--- src/sv/rgbc_pkg.sv ---
`timescale 1ns / 1ps
// rgbc_pkg: shared types and constants of the rgb 3x3 convolution clamp unit
// pixel, position and result bundle types, register indexes, reset values
// no dependencies

package rgbc_pkg;

  localparam int PIX_W = 24;
  localparam int ROW_W = 16;
  localparam int COL_W = 11;
  localparam int IN_TDATA_W = 24;
  localparam int OUT_TDATA_W = 56;

  localparam int CFG_AW = 3;
  localparam logic [CFG_AW-1:0] REG_KERNEL_TOP = 3'd0;
  localparam logic [CFG_AW-1:0] REG_KERNEL_MID = 3'd1;
  localparam logic [CFG_AW-1:0] REG_KERNEL_BOT = 3'd2;
  localparam logic [CFG_AW-1:0] REG_FRAME_WIDTH = 3'd3;
  localparam logic [CFG_AW-1:0] REG_FRAME_HEIGHT = 3'd4;

  localparam logic [23:0] KERNEL_TOP_RST = 24'h00FF00;
  localparam logic [23:0] KERNEL_MID_RST = 24'hFF04FF;
  localparam logic [23:0] KERNEL_BOT_RST = 24'h00FF00;
  localparam int FW_W = 12;
  localparam int FH_W = 16;
  localparam logic [FW_W-1:0] FRAME_WIDTH_RST = 12'd640;
  localparam logic [FH_W-1:0] FRAME_HEIGHT_RST = 16'd480;

  localparam int FIFO_DEPTH = 8;
  localparam int FIFO_AW = 3;
  localparam int CNT_W = 4;

  typedef logic [PIX_W-1:0] pix_t;

  typedef struct packed {
    logic [ROW_W-1:0] row;
    logic [COL_W-1:0] col;
    logic             emit;
    logic             filt;
    logic             last_col;
    logic             last_row;
  } meta_t;

  typedef struct packed {
    pix_t  main;
    pix_t  col_end;
    pix_t  row_end;
    pix_t  corner;
    meta_t meta;
  } bundle_t;

  typedef enum logic [1:0] {
    SEL_MAIN,
    SEL_COL_END,
    SEL_ROW_END,
    SEL_CORNER
  } res_sel_t;

endpackage

--- src/sv/rgbc_result_fifo.sv ---
`timescale 1ns / 1ps
// rgbc_result_fifo: queue of per-pixel result bundles and the result serializer
// each bundle leaves as one to four result requests
// depends on rgbc_pkg

module rgbc_result_fifo (
  input  logic                                clk,
  input  logic                                rst_n,
  input  logic                                push,
  input  rgbc_pkg::bundle_t                   push_data,
  output logic                                pop,
  output logic                                out_tvalid,
  input  logic                                out_tready,
  output logic [rgbc_pkg::OUT_TDATA_W-1:0]    out_tdata,
  output logic                                out_tlast,
  output logic                                out_tuser
);

  rgbc_pkg::bundle_t               entries_r [rgbc_pkg::FIFO_DEPTH];
  logic [rgbc_pkg::FIFO_AW-1:0]    wr_ptr_r;
  logic [rgbc_pkg::FIFO_AW-1:0]    rd_ptr_r;
  logic [rgbc_pkg::CNT_W-1:0]      count_r;
  rgbc_pkg::res_sel_t              sel_r;
  rgbc_pkg::res_sel_t              sel_nxt;
  rgbc_pkg::bundle_t               head;
  rgbc_pkg::pix_t                  pix_o;
  logic [rgbc_pkg::ROW_W-1:0]      row_o;
  logic [rgbc_pkg::COL_W-1:0]      col_o;
  logic                            last_o;
  logic                            done_o;
  logic                            hs;

  assign head       = entries_r[rd_ptr_r];
  assign out_tvalid = (count_r != '0);
  assign hs         = out_tvalid && out_tready;
  assign pop        = hs && last_o;

  always_comb begin
    pix_o   = head.main;
    row_o   = head.meta.row - 16'd1;
    col_o   = head.meta.col - 11'd1;
    done_o  = 1'b0;
    last_o  = 1'b1;
    sel_nxt = rgbc_pkg::SEL_MAIN;
    case (sel_r)
      rgbc_pkg::SEL_MAIN: begin
        if (head.meta.last_col) begin
          last_o  = 1'b0;
          sel_nxt = rgbc_pkg::SEL_COL_END;
        end else if (head.meta.last_row) begin
          last_o  = 1'b0;
          sel_nxt = rgbc_pkg::SEL_ROW_END;
        end
      end
      rgbc_pkg::SEL_COL_END: begin
        pix_o = head.col_end;
        col_o = head.meta.col;
        if (head.meta.last_row) begin
          last_o  = 1'b0;
          sel_nxt = rgbc_pkg::SEL_ROW_END;
        end
      end
      rgbc_pkg::SEL_ROW_END: begin
        pix_o = head.row_end;
        row_o = head.meta.row;
        if (head.meta.last_col) begin
          last_o  = 1'b0;
          sel_nxt = rgbc_pkg::SEL_CORNER;
        end
      end
      rgbc_pkg::SEL_CORNER: begin
        pix_o  = head.corner;
        row_o  = head.meta.row;
        col_o  = head.meta.col;
        done_o = 1'b1;
      end
      default: begin
        pix_o = head.main;
      end
    endcase
  end

  assign out_tdata = {5'd0, col_o, row_o, pix_o};
  assign out_tlast = last_o;
  assign out_tuser = done_o;

  always_ff @(posedge clk) begin
    if (push) begin
      entries_r[wr_ptr_r] <= push_data;
    end
  end

  always_ff @(posedge clk) begin
    if (!rst_n) begin
      wr_ptr_r <= '0;
      rd_ptr_r <= '0;
      count_r  <= '0;
      sel_r    <= rgbc_pkg::SEL_MAIN;
    end else begin
      if (push) begin
        wr_ptr_r <= wr_ptr_r + 1'b1;
      end
      if (pop) begin
        rd_ptr_r <= rd_ptr_r + 1'b1;
      end
      if (push && !pop) begin
        count_r <= count_r + 1'b1;
      end else if (pop && !push) begin
        count_r <= count_r - 1'b1;
      end
      if (hs) begin
        sel_r <= last_o ? rgbc_pkg::SEL_MAIN : sel_nxt;
      end
    end
  end

  assert property (@(posedge clk) disable iff (!rst_n)
    count_r <= rgbc_pkg::CNT_W'(rgbc_pkg::FIFO_DEPTH))
    else $error("result queue count out of range");

  assert property (@(posedge clk) disable iff (!rst_n)
    push |-> (count_r < rgbc_pkg::CNT_W'(rgbc_pkg::FIFO_DEPTH)) || pop)
    else $error("push into full result queue");

  assert property (@(posedge clk) disable iff (!rst_n)
    out_tvalid && out_tuser |-> out_tlast)
    else $error("frame end not on last result of a pixel");

  assert property (@(posedge clk) disable iff (!rst_n)
    (sel_r != rgbc_pkg::SEL_MAIN) |-> out_tvalid)
    else $error("serializer mid-bundle with empty queue");

endmodule

--- config.mk ---
export PLATFORM = sky130hd
export DESIGN_NAME = rgbc_result_fifo
export DESIGN_NICKNAME = d
export VERILOG_FILES = /design/src/sv/rgbc_pkg.sv /design/src/sv/rgbc_result_fifo.sv
export SDC_FILE = /design/constraint.sdc
export NUM_CORES = 1
export LEC_CHECK = 0
export BUFFER_PORTS_ARGS = -buffer_cell sky130_fd_sc_hd__buf_2
export CAP_MARGIN = 15
export CORE_ASPECT_RATIO = 1.1
export CORE_MARGIN = 2
export CORE_UTILIZATION = 45
export DETAILED_ROUTE_END_ITERATION = 8
export GPL_ROUTABILITY_DRIVEN = 0
export GPL_TIMING_DRIVEN = 0
export PLACE_DENSITY = 0.68
export SLEW_MARGIN = 20
export SYNTH_ARGS = -nofsm -noshare
export SYNTH_HDL_FRONTEND = slang
export SYNTH_SLANG_ARGS = --single-unit
--- constraint.sdc ---
create_clock -name clk -period 26.2 [get_ports clk]
set_clock_uncertainty 0.1 [all_clocks]
set_input_delay 1.31 -clock clk [delete_from_list [all_inputs] [get_ports clk]]
set_output_delay 1.31 -clock clk [all_outputs]
set_load 0.01 [all_outputs]
======== Word level (Yosys, flattened, before mapping) ========
Memory sizes are Yosys's and may differ from the RTL's. A register that Yosys moved wholly into a read port is not among the register bits.
Cells that the tools add are included.
storage, ports and cells
  register bits ........................... 12
  bits in writable memories ............... 1,016
  output and inout port bits .............. 60
  logic and storage cells ................. 44
  memories kept ........................... 1
memories
  name       depth  width  read ports  clocked after memory_dff  wr ports  line                    RTL
  entries_r  8      127    1           1                         1         rgbc_result_fifo.sv:19  rgbc_pkg::bundle_t entries_r [rgbc_pkg::FIFO_DEPTH];
operators by class
  add/subtract/negate cells ............... 6
  eq/ne operators ......................... 3
  mux-type cells .......................... 19
  reduce and logical (&&, ||, !) cells .... 11
operators by type and width
  cell                     count
  $pmux W24 S3             1
  $mux W16                 1
  $sub A16 B1 Y16 const B  1
  $mux W11                 1
  $sub A11 B1 Y11 const B  1
  $mux W2                  4
  $mux W4                  2
  $add A3 B1 Y3 const B    2
  $mux W1                  6
  $mux W3                  2
  $pmux W2 S3              1
  $add A4 B1 Y4 const B    1
  $eq A2 B2 Y1 const B     2
  $logic_and A1 B1 Y1      4
  $reduce_bool A4 Y1       1
  $reduce_or A2 Y1         2
  $sub A4 B1 Y4 const B    1
  $pmux W1 S3              1
  $eq A2 B1 Y1 const B     1
  $logic_not A1 Y1         2
  $logic_not A2 Y1         1
  $reduce_bool A2 Y1       1

======== Logic depth before layout (Yosys ltp) ========
  depth after elaboration ................. 7
  gate-level depth with buffers ........... 14

======== Worst setup path after synthesis ========
OpenSTA, ideal clock, no wires.
  kind .................................... input-to-reg
  start ................................... in push
  end ..................................... mem entries_r[0][0] (netlist name), enable pin
  library setup time ...................... 762 ps
  data arrival time ....................... 9,844 ps
  slack ................................... 15,494 ps
  stages on the path ...................... 2
  buffers on the path ..................... 0
  cell sequence ........................... nand2b_1 > nor3_1
on the way
  longest elaborated chain between the ends .. 2
ends and longest elaborated chain
  element                        line                    RTL
  from (decl)                    rgbc_result_fifo.sv:9   input logic push,
  $mux W1                        rgbc_result_fifo.sv:88  if (push) begin
  $mux W1 (not written as such)  rgbc_result_fifo.sv:89  entries_r[wr_ptr_r] <= push_data;
  to (decl)                      rgbc_result_fifo.sv:19
Every way passes these cells.

==> metrics.cfg <==
[outcome]
outcome = complete, no violations

[grt]
grt_pass1_vias = 19825
grt_max_degree = 21
grt_first_pass_wirelength_mm = 135
antenna_found_initial = 33
overflow = 0
track_usage = 0.208

[clocking]
cts_tree = yes
numCtsBuffers = 91
post_cts_buffers = 0
clk_pin_slew_ns = 0.06
insertion_delay_ns = 0.64
holdBufCountCts = 0
clkSinkCount = 1015
root_buffer = clkbuf_16
cts_buffer_depth = 3
post_cts_resized = 0
cts_max_level = 3

[cells_and_area]
drive_above_1_share = 0.329
fillers = 6563
final_area_um2 = 46100
final_cells = 3357
final_core_util = 0.533
mostFrequentLayoutCell = edfxtp_1
nNetsFinal = 2268
multiInputGateArea_um2 = 8610
most-common-layout-cells = edfxtp_1, mux4_2, buf_2
syn2layout_area_growth_pct = 16.9
seq_area_um2 = 30300

[timing]
maxSlewViolCount = 0
maxSlewHeadroom = 0.271
worst_slew_pin_slew_ns = 1.09
finalCritPeriodShare = 0.232
tns_ns = 0
setup_ws_ns = 20.11
holdWs_ns = 0.396
final_hold_viol_count = 0
fin_crit_ns = 6.09
fmax_ghz = 0.164
finalSetupViolCount = 0
grt_setup_unrepaired = no

[routing]
first_pass_iters = 7
routedWlPerCell_um = 27.8
drc = 0
ant_nets = 0
routed_wl_mm = 93.4
viasPerCell = 5.70
drtIter0Drc = 1811
vias = 19141

[synthesis]
netlist_area_um2 = 39400
synth.area.top_cells = edfxtp_1, mux4_2, mux2i_1, dfxtp_1, buf_2
synthCells = 1765
ys_ff_latch = 1015
synthArstFlopShare = 0
synthFlopType = edfxtp_1
synth-seq-area-share = 0.770
yosysTopAreaCellShare = 0.762
synth-edff-count = 1000
avgSynthCellArea_um2 = 22.3
yosysWarnings = 0
yosysTopAreaCell = edfxtp_1
synthDistinctLibCells = 55

[setup_path]
max_stage_delay_ns = 0.78
crit_chain = buf_6, buf_4, clkbuf_1, buf_2, mux4_2, mux2i_1, o22ai_1, nor3_1, a21oi_1, buf_2
cp_max_fo = 10
worstPathRequired_ns = 24.79
cp_top_family = buffers and inverters
slowest_stage = nor3_1
arrival_ns = 4.68
cpMostUsedCell = buf_2
path_buf_inv = 5
cp-start-kind = flop
endpoint_kind = primary output
crit_type = flop to primary output

[placed_design]
dp.cells = 3186
port-buffer-count = 183
dp_hpwl_mm = 65.3
post_dp_cell_area_um2 = 43200
place_ws_ns = 20.74

[hold_path]
holdCritPathClass = flop to flop

[floorplan]
die_w_um = 286
dieHeight_um = 314
ioPinCount = 191
core.rowCount = 113
start_util = 0.455
core_um2 = 86500
dieArea_um2 = 90000

[pwr]
cellLeakagePower_nw = 14.5
vdd_drop_max_mv = 0.0411
p_total_mw = 3.59
pwr_density_cell_nw_per_um2 = 77.9

[run]
cap_violations = 0

[final timing paths]
path / from / to / slack, ns / cells after the start
max: flop / out_tdata[13] / 20.11 / 10
min: rd_ptr_r[2] / rd_ptr_r[2] / 0.40 / 2
min reg2reg: rd_ptr_r[2] / rd_ptr_r[2] / 0.40 / 2
max reg2reg: flop / count_r[3] / 22.59 / 14
[layout make-up]
| cell class | count | share of cell area |
|---|---|---|
| clock inverters | 43 | 0.00820 |
| plain buffers | 92 | 0.0112 |
| clock buffers | 119 | 0.0535 |
| flip-flops and latches | 1015 | 0.658 |
| multi-input cells | 655 | 0.187 |
| well taps | 1150 | 0.0312 |
| inverters | 7 | 0.000570 |
| repair buffers | 267 | 0.0498 |
| diodes | 9 | 0.000489 |
[cell usage after synthesis, types with 2 or more instances]
cell,n
and2_1,10
xor2_1,8
nor2b_1,11
edfxtp_1,1000
and3_1,2
buf_1,7
mux4_2,243
nor2_1,47
dfxtp_1,15
nand3_1,6
buf_4,10
o21ai_1,2
inv_1,7
a21oi_1,39
mux2i_1,131
nand2_1,22
buf_12,2
nand3_2,2
a21boi_0,2
nor3_1,23
nand2b_1,8
or3_1,3
xnor2_1,23
o21ai_0,5
mux2_2,3
a22oi_1,2
buf_6,5
mux2i_2,4
ha_1,7
clkbuf_1,16
buf_2,52
o22ai_1,25
[worst register-to-register path: cells and delay by family (launching register included)]
family | cells | cell delay [ns]
and+or+nand+nor | 3 | 0.74
muxes | 2 | 0.71
AOI/OAI and AO/OA | 3 | 0.55
buffers and inverters | 3 | 0.51
adders and majority gates | 2 | 0.46
DFF | 1 | 0.36
xor gates and xnor gates | 1 | 0.09
[state kept, by name, indices dropped and copies added (netlist names), named ones only]
register   count
wr_ptr_r       3
rd_ptr_r       3
sel_r          2
count_r        4
entries_r   1000
[where the power goes]
part	switching, mW	leakage, nW	internal [mW]
combinational	0.270	3.93	0.195
clock	0.562	1.39	0.723
sequential	0.0124	9.21	1.83
total	0.844	14.5	2.75
[layer usage]
layer,global-route usage,vias up,part of all wire
met5,0,-,0.0019
met4,0.0495,30,0.020
met3,0.0420,135,0.071
met2,0.364,720,0.52
met1,0.268,10125,0.38
li1,-,8131,-
[cells by family (layout without fill, tap and decap cells)]
family          count (synthesis)  in the layout  synth area share
buf+inv                        99            528            0.0138
mux                           382            382             0.175
fa+ha+maj                       8              8           0.00273
compound gates                 83             83            0.0129
simple gates                  146            146            0.0190
flops                        1015           1015             0.770
xor+xnor                       31             31           0.00689
other cells                     1             14         0.0000951
Power figures use the tool's default switching activity.
